$ cat config.mk
export PLATFORM = sky130hd
export DESIGN_NAME = windowed_throughput_meter
export DESIGN_NICKNAME = d
export VERILOG_FILES = /design/src/rtl/wtm_pkg.sv /design/src/rtl/wtm_ctrl.sv /design/src/rtl/wtm_datapath.sv /design/src/rtl/windowed_throughput_meter.sv
export SDC_FILE = /design/constraint.sdc
export NUM_CORES = 2
export LEC_CHECK = 0
export BUFFER_PORTS_ARGS = -buffer_cell sky130_fd_sc_hd__buf_4
export CAP_MARGIN = 15
export CORE_ASPECT_RATIO = 0.75
export CORE_UTILIZATION = 60
export DETAILED_ROUTE_END_ITERATION = 10
export PLACE_DENSITY_LB_ADDON = 0.2
export SLEW_MARGIN = 10
export SYNTH_ARGS = -nofsm -noshare
export SYNTH_HDL_FRONTEND = slang
export SYNTH_HIERARCHICAL = 1
export SYNTH_SLANG_ARGS = --single-unit
$ cat constraint.sdc
create_clock -name clk -period 3.4 [get_ports clk]
set_input_delay 0.85 -clock clk [delete_from_list [all_inputs] [get_ports clk]]
set_output_delay 0.85 -clock clk [all_outputs]
set_load 0.01 [all_outputs]
$ cat src/rtl/wtm_pkg.sv
`timescale 1ns / 1ps
`default_nettype none

package wtm_pkg;

    // Fixed field widths
    localparam int RATE_W  = 32;
    localparam int BYTE_W  = 16;
    localparam int WIN_W   = 4;

    // Window register reset value
    localparam logic [WIN_W-1:0] WIN_RESET = 4'd3;

    // Input action codes
    localparam logic ACT_RX   = 1'b0;
    localparam logic ACT_TICK = 1'b1;

    // Controller states
    typedef enum logic [4:0] {
        S_IDLE = 5'b00001,
        S_SCAN = 5'b00010,
        S_PREP = 5'b00100,
        S_DIV  = 5'b01000,
        S_DONE = 5'b10000
    } state_t;

    // Commands from controller to datapath
    typedef struct packed {
        logic update;
        logic scan;
        logic div_init;
        logic div_step;
        logic out_load;
    } cmd_t;

    // Status from datapath to controller
    typedef struct packed {
        logic scan_last;
        logic div_last;
        logic out_free;
    } status_t;

endpackage

`default_nettype wire

$ cat src/rtl/wtm_ctrl.sv
`timescale 1ns / 1ps
`default_nettype none

module wtm_ctrl
    import wtm_pkg::*;
(
    input  wire logic    clk,
    input  wire logic    rst_n,
    input  wire logic    in_valid,
    output logic         in_ready,
    input  wire status_t st,
    output cmd_t         cmd
);

    state_t state_reg;
    state_t state_next;

    // Sequence one item: update, scan, divide, hand off
    always_comb
    begin
        state_next   = state_reg;
        cmd          = '0;
        in_ready     = 1'b0;
        unique case (state_reg)
            S_IDLE:
            begin
                in_ready = 1'b1;
                if (in_valid)
                begin
                    cmd.update = 1'b1;
                    state_next = S_SCAN;
                end
            end
            S_SCAN:
            begin
                cmd.scan = 1'b1;
                if (st.scan_last)
                begin
                    state_next = S_PREP;
                end
            end
            S_PREP:
            begin
                cmd.div_init = 1'b1;
                state_next   = S_DIV;
            end
            S_DIV:
            begin
                cmd.div_step = 1'b1;
                if (st.div_last)
                begin
                    state_next = S_DONE;
                end
            end
            S_DONE:
            begin
                if (st.out_free)
                begin
                    cmd.out_load = 1'b1;
                    state_next   = S_IDLE;
                end
            end
            default:
            begin
                state_next = S_IDLE;
            end
        endcase
    end

    // Hold state
    always_ff @(posedge clk or negedge rst_n)
    begin
        if (!rst_n)
        begin
            state_reg <= S_IDLE;
        end
        else
        begin
            state_reg <= state_next;
        end
    end

endmodule

`default_nettype wire

$ cat src/rtl/wtm_datapath.sv
`timescale 1ns / 1ps
`default_nettype none

module wtm_datapath
    import wtm_pkg::*;
#(
    parameter int MAX_WINDOW = 15
)
(
    input  wire logic                               clk,
    input  wire logic                               rst_n,
    input  wire cmd_t                               cmd,
    output status_t                                 st,
    input  wire logic                               cfg_we,
    input  wire logic [WIN_W-1:0]                   cfg_window,
    input  wire logic                               action,
    input  wire logic [BYTE_W-1:0]                  byte_count,
    output logic                                    out_valid,
    input  wire logic                               out_ready,
    output logic [RATE_W-1:0]                       rate,
    output logic [$clog2(MAX_WINDOW+2)-1:0]         present_buckets
);

    localparam int NB    = MAX_WINDOW + 1;
    localparam int AGE_W = $clog2(NB);
    localparam int CNT_W = $clog2(MAX_WINDOW + 2);
    localparam int SUM_W = RATE_W + AGE_W;
    localparam int DC_W  = $clog2(SUM_W);
    localparam int CMP_W = (AGE_W > WIN_W) ? AGE_W : WIN_W;

    logic [WIN_W-1:0]  win_reg;
    logic [RATE_W-1:0] bytes_reg [NB];
    logic [RATE_W-1:0] bytes_next [NB];
    logic [NB-1:0]     pres_reg;
    logic [NB-1:0]     pres_next;

    logic [AGE_W-1:0]  age_reg;
    logic [CNT_W-1:0]  cnt_reg;
    logic [AGE_W-1:0]  second_reg;
    logic [AGE_W-1:0]  oldest_reg;
    logic [SUM_W-1:0]  sum_reg;

    logic [SUM_W-1:0]  quo_reg;
    logic [AGE_W-1:0]  rem_reg;
    logic [AGE_W-1:0]  dvs_reg;
    logic [DC_W-1:0]   dcnt_reg;

    logic              out_valid_reg;
    logic [RATE_W-1:0] rate_reg;
    logic [CNT_W-1:0]  present_reg;

    logic [RATE_W:0]   rx_sum;
    logic              keep;
    logic [AGE_W:0]    trial;
    logic              trial_ge;
    logic [RATE_W-1:0] quo_sat;

    // Saturating add into the current-second bucket
    assign rx_sum = {1'b0, bytes_reg[0]} + (RATE_W+1)'(byte_count);

    // Bucket at the tap survives if present and within the window
    assign keep = pres_reg[0] && (CMP_W'(age_reg) <= CMP_W'(win_reg));

    // One restoring division step
    assign trial    = {rem_reg, quo_reg[SUM_W-1]};
    assign trial_ge = (trial >= {1'b0, dvs_reg});

    // Clamp quotient to the rate width
    assign quo_sat = (|quo_reg[SUM_W-1:RATE_W]) ? '1 : quo_reg[RATE_W-1:0];

    // Bucket line: update on accept, rotate through the tap while scanning
    always_comb
    begin
        for (int i = 0; i < NB; i++)
        begin
            bytes_next[i] = bytes_reg[i];
        end
        pres_next = pres_reg;
        if (cmd.update)
        begin
            if (action == ACT_RX)
            begin
                bytes_next[0] = rx_sum[RATE_W] ? '1 : rx_sum[RATE_W-1:0];
                pres_next[0]  = 1'b1;
            end
            else
            begin
                for (int i = 1; i < NB; i++)
                begin
                    bytes_next[i] = bytes_reg[i-1];
                    pres_next[i]  = pres_reg[i-1];
                end
                bytes_next[0] = '0;
                pres_next[0]  = 1'b0;
            end
        end
        else if (cmd.scan)
        begin
            for (int i = 0; i < NB - 1; i++)
            begin
                bytes_next[i] = bytes_reg[i+1];
                pres_next[i]  = pres_reg[i+1];
            end
            bytes_next[NB-1] = keep ? bytes_reg[0] : '0;
            pres_next[NB-1]  = keep;
        end
    end

    // Hold buckets and window register
    always_ff @(posedge clk or negedge rst_n)
    begin
        if (!rst_n)
        begin
            for (int i = 0; i < NB; i++)
            begin
                bytes_reg[i] <= '0;
            end
            pres_reg <= '0;
            win_reg  <= WIN_RESET;
        end
        else
        begin
            for (int i = 0; i < NB; i++)
            begin
                bytes_reg[i] <= bytes_next[i];
            end
            pres_reg <= pres_next;
            if (cfg_we)
            begin
                win_reg <= cfg_window;
            end
        end
    end

    // Scan accumulators: count, second-newest, oldest, sum of older buckets
    always_ff @(posedge clk)
    begin
        if (cmd.update)
        begin
            age_reg    <= '0;
            cnt_reg    <= '0;
            second_reg <= '0;
            oldest_reg <= '0;
            sum_reg    <= '0;
        end
        else if (cmd.scan)
        begin
            age_reg <= age_reg + AGE_W'(1);
            if (keep)
            begin
                cnt_reg    <= cnt_reg + CNT_W'(1);
                oldest_reg <= age_reg;
                if (cnt_reg != '0)
                begin
                    sum_reg <= sum_reg + SUM_W'(bytes_reg[0]);
                end
                if (cnt_reg == CNT_W'(1))
                begin
                    second_reg <= age_reg;
                end
            end
        end
    end

    // Divider: one quotient bit per cycle
    always_ff @(posedge clk)
    begin
        if (cmd.div_init)
        begin
            quo_reg  <= sum_reg;
            rem_reg  <= '0;
            dvs_reg  <= oldest_reg - second_reg + AGE_W'(1);
            dcnt_reg <= '0;
        end
        else if (cmd.div_step)
        begin
            quo_reg  <= {quo_reg[SUM_W-2:0], trial_ge};
            rem_reg  <= trial_ge ? AGE_W'(trial - {1'b0, dvs_reg}) : trial[AGE_W-1:0];
            dcnt_reg <= dcnt_reg + DC_W'(1);
        end
    end

    // Output register: valid flag
    always_ff @(posedge clk or negedge rst_n)
    begin
        if (!rst_n)
        begin
            out_valid_reg <= 1'b0;
        end
        else if (cmd.out_load)
        begin
            out_valid_reg <= 1'b1;
        end
        else if (out_ready)
        begin
            out_valid_reg <= 1'b0;
        end
    end

    // Output register: payload
    always_ff @(posedge clk)
    begin
        if (cmd.out_load)
        begin
            rate_reg    <= (cnt_reg >= CNT_W'(2)) ? quo_sat : '0;
            present_reg <= cnt_reg;
        end
    end

    assign st.scan_last = (age_reg == AGE_W'(NB - 1));
    assign st.div_last  = (dcnt_reg == DC_W'(SUM_W - 1));
    assign st.out_free  = !out_valid_reg || out_ready;

    assign out_valid       = out_valid_reg;
    assign rate            = rate_reg;
    assign present_buckets = present_reg;

endmodule

`default_nettype wire

$ cat src/rtl/windowed_throughput_meter.sv
`timescale 1ns / 1ps
`default_nettype none

// Sliding-window byte throughput meter. Each input beat is either a receive
// event (action 0, byte_count added to the current-second bucket) or a
// one-second tick (action 1, ages every bucket). Each beat yields one result
// beat: the rate over present buckets except the newest, and the number of
// present buckets. An item passes from acceptance to result in these steps:
// update, rotate every bucket of the bucket line past the scan tap, load
// the divider, run the restoring divider over 32 + clog2(MAX_WINDOW+1)
// quotient bits, and load the output register. The next item is accepted
// the cycle after the result is loaded, and not before, so items do not
// overlap; if the previous result still waits in the output register when
// the divider finishes, the controller holds until it is taken.
// window_seconds may be written only while idle.

module windowed_throughput_meter
    import wtm_pkg::*;
#(
    parameter int MAX_WINDOW = 15
)
(
    input  wire logic                               clk,
    input  wire logic                               rst_n,
    input  wire logic                               cfg_valid,
    output logic                                    cfg_ready,
    input  wire logic [WIN_W-1:0]                   window_seconds,
    input  wire logic                               in_valid,
    output logic                                    in_ready,
    input  wire logic                               action,
    input  wire logic [BYTE_W-1:0]                  byte_count,
    output logic                                    out_valid,
    input  wire logic                               out_ready,
    output logic [RATE_W-1:0]                       rate,
    output logic [$clog2(MAX_WINDOW+2)-1:0]         present_buckets
);

    cmd_t    cmd;
    status_t st;

    // Window register takes a write at any time
    assign cfg_ready = 1'b1;

    wtm_ctrl u_ctrl (
        .clk      (clk),
        .rst_n    (rst_n),
        .in_valid (in_valid),
        .in_ready (in_ready),
        .st       (st),
        .cmd      (cmd)
    );

    wtm_datapath #(
        .MAX_WINDOW (MAX_WINDOW)
    ) u_datapath (
        .clk             (clk),
        .rst_n           (rst_n),
        .cmd             (cmd),
        .st              (st),
        .cfg_we          (cfg_valid),
        .cfg_window      (window_seconds),
        .action          (action),
        .byte_count      (byte_count),
        .out_valid       (out_valid),
        .out_ready       (out_ready),
        .rate            (rate),
        .present_buckets (present_buckets)
    );

endmodule

`default_nettype wire

== Word level (Yosys, flattened, before mapping) ==
Cells that the tools add are included.
Cells by class
  $add $sub $neg: 8
  bitwise operators: 0
  order comparisons: 3
  muxes and demuxes: 29
  shifts and indexed selects: 0
  div/mod/pow operators: 0
  equal/unequal tests: 13
  multipliers: 0
  reduce and logical (&&, ||, !) cells: 13
Operators by type and width (count)
  2-to-1 mux 512 bit: 2
  2-to-1 mux 480 bit: 1
  2-to-1 mux 32 bit: 4
  2-to-1 mux 36 bit: 2
  adder 36 x 32 -> 36 bit: 1
  adder 32 x 16 -> 33 bit: 1
  2-to-1 mux 16 bit: 2
  case mux 5 bit (5 select lines): 1
  2-to-1 mux 5 bit: 4
  2-to-1 mux 15 bit: 1
  2-to-1 mux 1 bit: 11
  equality test 5 x 1 -> 1 bit (second input constant): 2
  != test 2 bit (second input constant): 5
  adder 4 x 1 -> 4 bit (second input constant): 2
  subtractor 4 bit: 2
  adder 6 x 1 -> 6 bit (second input constant): 1
  equality test 6 bit (second input constant): 1
  AND reduction 3 bit: 2
  nonzero test 2 bit: 3
  adder 5 x 1 -> 5 bit (second input constant): 1
  equality test 5 x 2 -> 1 bit (second input constant): 1
  equality test 5 x 3 -> 1 bit (second input constant): 1
  equality test 5 x 4 -> 1 bit (second input constant): 1
  equality test 5 bit (second input constant): 1
  other kinds (12): 13
Word-level totals
  memories kept: 0
  register bits after elaboration: 678
  RAM bits: 0
  bits of input ports: 26
  word-level logic and storage cells: 98
  bits in latches: 0
  bits in read-only memories: 0

== Longest topological paths before layout ==
  word-level depth: 5
  depth in mapped cells: 12
  depth with buffers taken out: 11

== Hierarchy ==
Netlist, hierarchy kept.
By module, submodules not included
  wtm_datapath: area an instance 32730.1 um^2, instances 1, cells each 3225
  wtm_ctrl: area an instance 311.5 um^2, instances 1, cells each 36
  windowed_throughput_meter: area an instance 11.3 um^2, instances 1, cells each 2

== Least setup slack after synthesis ==
Ideal clock, no wire load.
  path kind: input-to-reg
  start point: in byte_count[0]
  end point: reg u_datapath/bytes_reg[502] in the netlist's numbering
  slack: 207 ps
  stages on the path: 11
  arrival time: 3073 ps
  data required time: 3280 ps
  setup time: 120 ps
  cells stage by stage: ha_1 fa_1 a21oi_1 o21ai_1 a21oi_1 o211a_1 o21a_1 o21ai_0 nand3_1 mux2_2 a31o_2
On the way
  longest elaborated chain between the ends: 4
Ends and longest elaborated chain
  from (decl): RTL line windowed_throughput_meter.sv:31  | input wire logic [BYTE_W-1:0] byte_count,
  adder 32 x 16 -> 33 bit: RTL line wtm_datapath.sv:59  | assign rx_sum = {1'b0, bytes_reg[0]} + (RATE_W+1)'(byte_count);
  2-to-1 mux 32 bit: RTL line wtm_datapath.sv:83  | bytes_next[0] = rx_sum[RATE_W] ? '1 : rx_sum[RATE_W-1:0];
  2-to-1 mux 32 bit: RTL line wtm_datapath.sv:81  | if (action == ACT_RX)
  2-to-1 mux 512 bit: RTL line wtm_datapath.sv:79  | if (cmd.update)
  to (signal, indexed assignment): RTL line wtm_datapath.sv:125  | bytes_reg[i] <= bytes_next[i];
  to (decl): RTL line wtm_datapath.sv:32  | logic [RATE_W-1:0] bytes_reg [NB];
Every way passes these cells.
A chain may end at the register's enable or synchronous reset.

== Final worst setup path ==
  start point: reg u_datapath/bytes_reg[480] in the netlist's numbering
  end point: reg u_datapath.sum_reg[18]
On the way
  longest elaborated chain between the ends: 1
Ends and longest elaborated chain
  adder 36 x 32 -> 36 bit: RTL line wtm_datapath.sv:155  | sum_reg <= sum_reg + SUM_W'(bytes_reg[0]);
  to (signal assigned): RTL line wtm_datapath.sv:155
  to (decl): RTL line wtm_datapath.sv:41  | logic [SUM_W-1:0] sum_reg;
Every way passes these cells.

==> impl_metrics.toml <==
[layout]
num-nets-final = 3340
utilization_pct = 67.6
p_r_area_growth_vs_syn_pct = 11.4
final-instance-count-excl-fill = 4020
drive_above_1_share_pct = 9.92
largest_register_ff_count = 512
antenna_cells_inserted = 0
post-route-cell-area_um2 = 36800

[critical_path]
crit_required_ns = 3.89
regToRegEndpoint = "u_datapath/sum_reg[18]"
worst-r2r-setup-slack_ns = 0.21
cpMaxStageDelayCell = "sky130_fd_sc_hd__dfrtp_2"
timing.critical_path.slowest_cell_delay_ns = 0.51
timing.critical_path.cells = "ha_1 -> fa_1 -> a211oi_2 -> o21ai_0 -> nand2_1 -> o21ai_2 -> a21o_1 -> a21o_1 -> a21boi_0 -> nor4_1 -> a311o_1"
critical_path.endpoint_type = "flop"
timing_worst_setup_path_type = "reg2reg"
critical-path-top-cell-by-count = "sky130_fd_sc_hd__a21o_1"
timing.critical_path.fanout_max = 5
reg2regPathDepth = 11
cp_data_arrival_time_ns = 3.68
cp-endpoint = "u_datapath/sum_reg[18]"
start_kind = "flop"
critical_path.reg2reg.startpoint = "u_datapath/bytes_reg[480]"
cp-startpoint = "u_datapath/bytes_reg[480]"

[power]
cellPowerDensity_nw_per_um2 = 831
vdd_drop_max_mv = 0.739
cell_leakage_power_uw = 0.0156

[global_routing]
first_global_vias = 23000
grt-ovfl-total = 0
grt_util_all_layers_pct = 26.4
grt_antenna_before_repair = 0
grt_first_pass_wirelength_um = 120000
grt_max_degree = 160

[synthesis]
avgSynthCellArea_um2 = 10.1
syn_inst = 3263
yosysWarnings = 6
synth.net_count = 3359
synth-main-ff-cell = "sky130_fd_sc_hd__dfrtp_1"
synth_async_sr_flop_share_pct = 79.4
netlist_area_um2 = 33100
synth-edff-count = 77
seq_area_frac_synth_pct = 51.6
synth.ff_latch_count = 678
synth_cell_types = 78

[placement]
gpl.final_weighted_congestion = 0.928
dpl.cell_count = 3896
port_buffers = 64
place_hpwl_um = 47400
dpl_cell_area_um2 = 34400

[drt]
drt_wl_total_um = 72700
detail_route.iter0.violations = 2089
detail-route-antenna-nets = 0
post-route-drc-count = 0
routed_wire_length_per_instance_um = 18.1
post_drt_via_cell_ratio = 5.91
vias = 23800
drtPass1Iterations = 5

[timing]
fmax_mhz = 314
unrepaired_setup_endpoints_after_global_routing = "no"
timing.hold.ws_ns = 0.0859
max_slew.worst_pin.slew_ns = 1.12
worst_clock_skew_ns = 0.0328
maxSlewViolCount = 0
layout_worst_path_cycle_share_pct = 93.8
fin_setup_tns_ns = 0
final_period_minus_worst_setup_slack_ns = 3.19
setup_viol_count_final = 0
max-slew-margin-rel_pct = 25.2
final_hold_viol_count = 0

[outcome]
status = "finished clean"

[clock_network]
cts.htree.levels = 3
root_buffer = "sky130_fd_sc_hd__clkbuf_16"
cts_buffers = 68
clkLatencyLatePin_ns = 0.62
clkSinkCount = 678
clockBufferDepth = 3
register_clock_pin_slew_on_the_reported_worst_setup_and_hold_paths_ns = 0.06
postCtsHoldBufs = 0
cts_tree = "built"

[die]
die_w_um = 273
core-area_um2 = 54400
die_height_um = 205
row_count = 74
initial_cell_density_of_the_core_pct = 60.7
floorplan.die_area_um2 = 56000
io_pins = 66

[worst_hold_path]
worst_hold_path_type = "in2async"

[job]
drv_cap = 0
how the worst min path moves through the flow:
| stage | startpoint | to | slack [ns] |
|---|---|---|---|
| 2_1_floorplan | u_datapath/cnt_reg[4] | u_datapath/present_buckets[4] | 0.44 |
| 3_3_place_gp | u_datapath/rem_reg[3] | u_datapath/rem_reg[3] | 0.46 |
| 3_5_place_dp | u_datapath/cnt_reg[4] | u_datapath/present_buckets[4] | 0.46 |
| 4_1_cts | rst_n | u_datapath/bytes_reg[277] | 0.07 |
| 5_1_grt | rst_n | u_datapath/bytes_reg[93] | 0.08 |
| 6_report | rst_n | u_datapath/bytes_reg[245] | 0.09 |
metal layers:
metal / global-route usage (%) / part of all wire (%)
met1: 37.2 / 46
met2: 40.6 / 45
met3: 5.41 / 5.3
met4: 9.22 / 3.1
met5: 0 / 0
critical path, delay by kind of cell (launching register included):
family	cells	cell delay, ns
compound gates	7	1.57
fa+ha+maj	2	0.71
flops	1	0.51
simple gates	2	0.26
area by class of cell:
cell class | instances | area (µm²)
fillers | 4069 | 17600
flip-flops and latches | 678 | 17000
multi-input cells | 2314 | 15000
clock buffers | 95 | 1970
repair buffers | 133 | 1290
well taps | 722 | 903
clock inverters | 29 | 407
inverters | 49 | 184
metrics by stage:
step	power, µW	setup slack, ns
5_1_grt	32500	0.0554
3_3_place_gp	22100	-0.0830
4_1_cts	30700	0.0782
3_5_place_dp	22700	-0.152
2_1_floorplan	19600	0.207
6_report	30600	0.210
cells in the final DEF (no fill, tap or decap), types with 6 or more instances in the layout:
cell type                   netlist  final
sky130_fd_sc_hd__a221oi_1        36     36
sky130_fd_sc_hd__a31oi_1         12     12
sky130_fd_sc_hd__or2_2            6      6
sky130_fd_sc_hd__clkbuf_1       198     14
sky130_fd_sc_hd__dfrtp_1        535    533
sky130_fd_sc_hd__nor2b_1          7      7
sky130_fd_sc_hd__nand2b_1         9      9
sky130_fd_sc_hd__edfxtp_1        77     77
sky130_fd_sc_hd__clkinv_2         0     10
sky130_fd_sc_hd__bufinv_16        0      9
sky130_fd_sc_hd__dfxtp_1         63     63
sky130_fd_sc_hd__o21bai_1         8      8
sky130_fd_sc_hd__ha_1            66     66
sky130_fd_sc_hd__nand3_1         27     27
sky130_fd_sc_hd__o21ai_0        517    517
sky130_fd_sc_hd__mux2i_1        485    485
sky130_fd_sc_hd__inv_1           49     49
sky130_fd_sc_hd__a21oi_1        100    100
sky130_fd_sc_hd__nand2_1        553    553
sky130_fd_sc_hd__xnor2_1         27     27
sky130_fd_sc_hd__o22a_1          12     12
sky130_fd_sc_hd__buf_4            2    109
sky130_fd_sc_hd__buf_12           0     23
sky130_fd_sc_hd__and3_1          17     16
sky130_fd_sc_hd__clkbuf_16        0     71
sky130_fd_sc_hd__nor3_1          18     18
sky130_fd_sc_hd__xor2_1          23     23
sky130_fd_sc_hd__nor2_1         144    142
sky130_fd_sc_hd__o21a_1          39     39
sky130_fd_sc_hd__or3_1            6      6
sky130_fd_sc_hd__nand4_1         15     15
sky130_fd_sc_hd__o22ai_1          6      6
sky130_fd_sc_hd__a211oi_1        10      9
sky130_fd_sc_hd__clkbuf_8         0     10
sky130_fd_sc_hd__a21o_1          33     33
sky130_fd_sc_hd__mux2_2          43     43
power breakdown:
group          internal (µW)  switching [µW]  leakage (µW)
sequential             10600            2230       0.00843
combinational           4050            5810       0.00601
clock                   4750            3180       0.00117
total                  19400           11200        0.0156
synthesized netlist by cell type, drive strengths merged (43+ instances only):
| cell | number | area, µm² |
|---|---|---|
| inv | 49 | 184 |
| mux2 | 43 | 484 |
| edfxtp | 77 | 2310 |
| dfrtp | 535 | 13400 |
| ha | 66 | 826 |
| o21ai | 524 | 2640 |
| dfxtp | 63 | 1260 |
| nor2 | 145 | 547 |
| nand2 | 554 | 2080 |
| a21oi | 102 | 518 |
| clkbuf | 198 | 743 |
| mux2i | 485 | 4850 |
cell families after synthesis:
group / Yosys count / share of synthesized area (%)
other: 1 / 0.0113
AO/OA/AOI/OAI: 827 / 14.4
multiplexers: 528 / 16.2
buffers and inverters: 271 / 3.12
AND/OR/NAND/NOR: 838 / 10.7
adder cells (fa/ha/maj): 70 / 2.74
flip-flops: 678 / 51.6
XOR/XNOR: 50 / 1.32
repair_timing:
item	CTS	global route
setup endpoints to repair	0	5
hold endpoints to repair	0	0
buffers inserted	0	0
resized for setup	0	4
(Power assumes the default switching activity.)
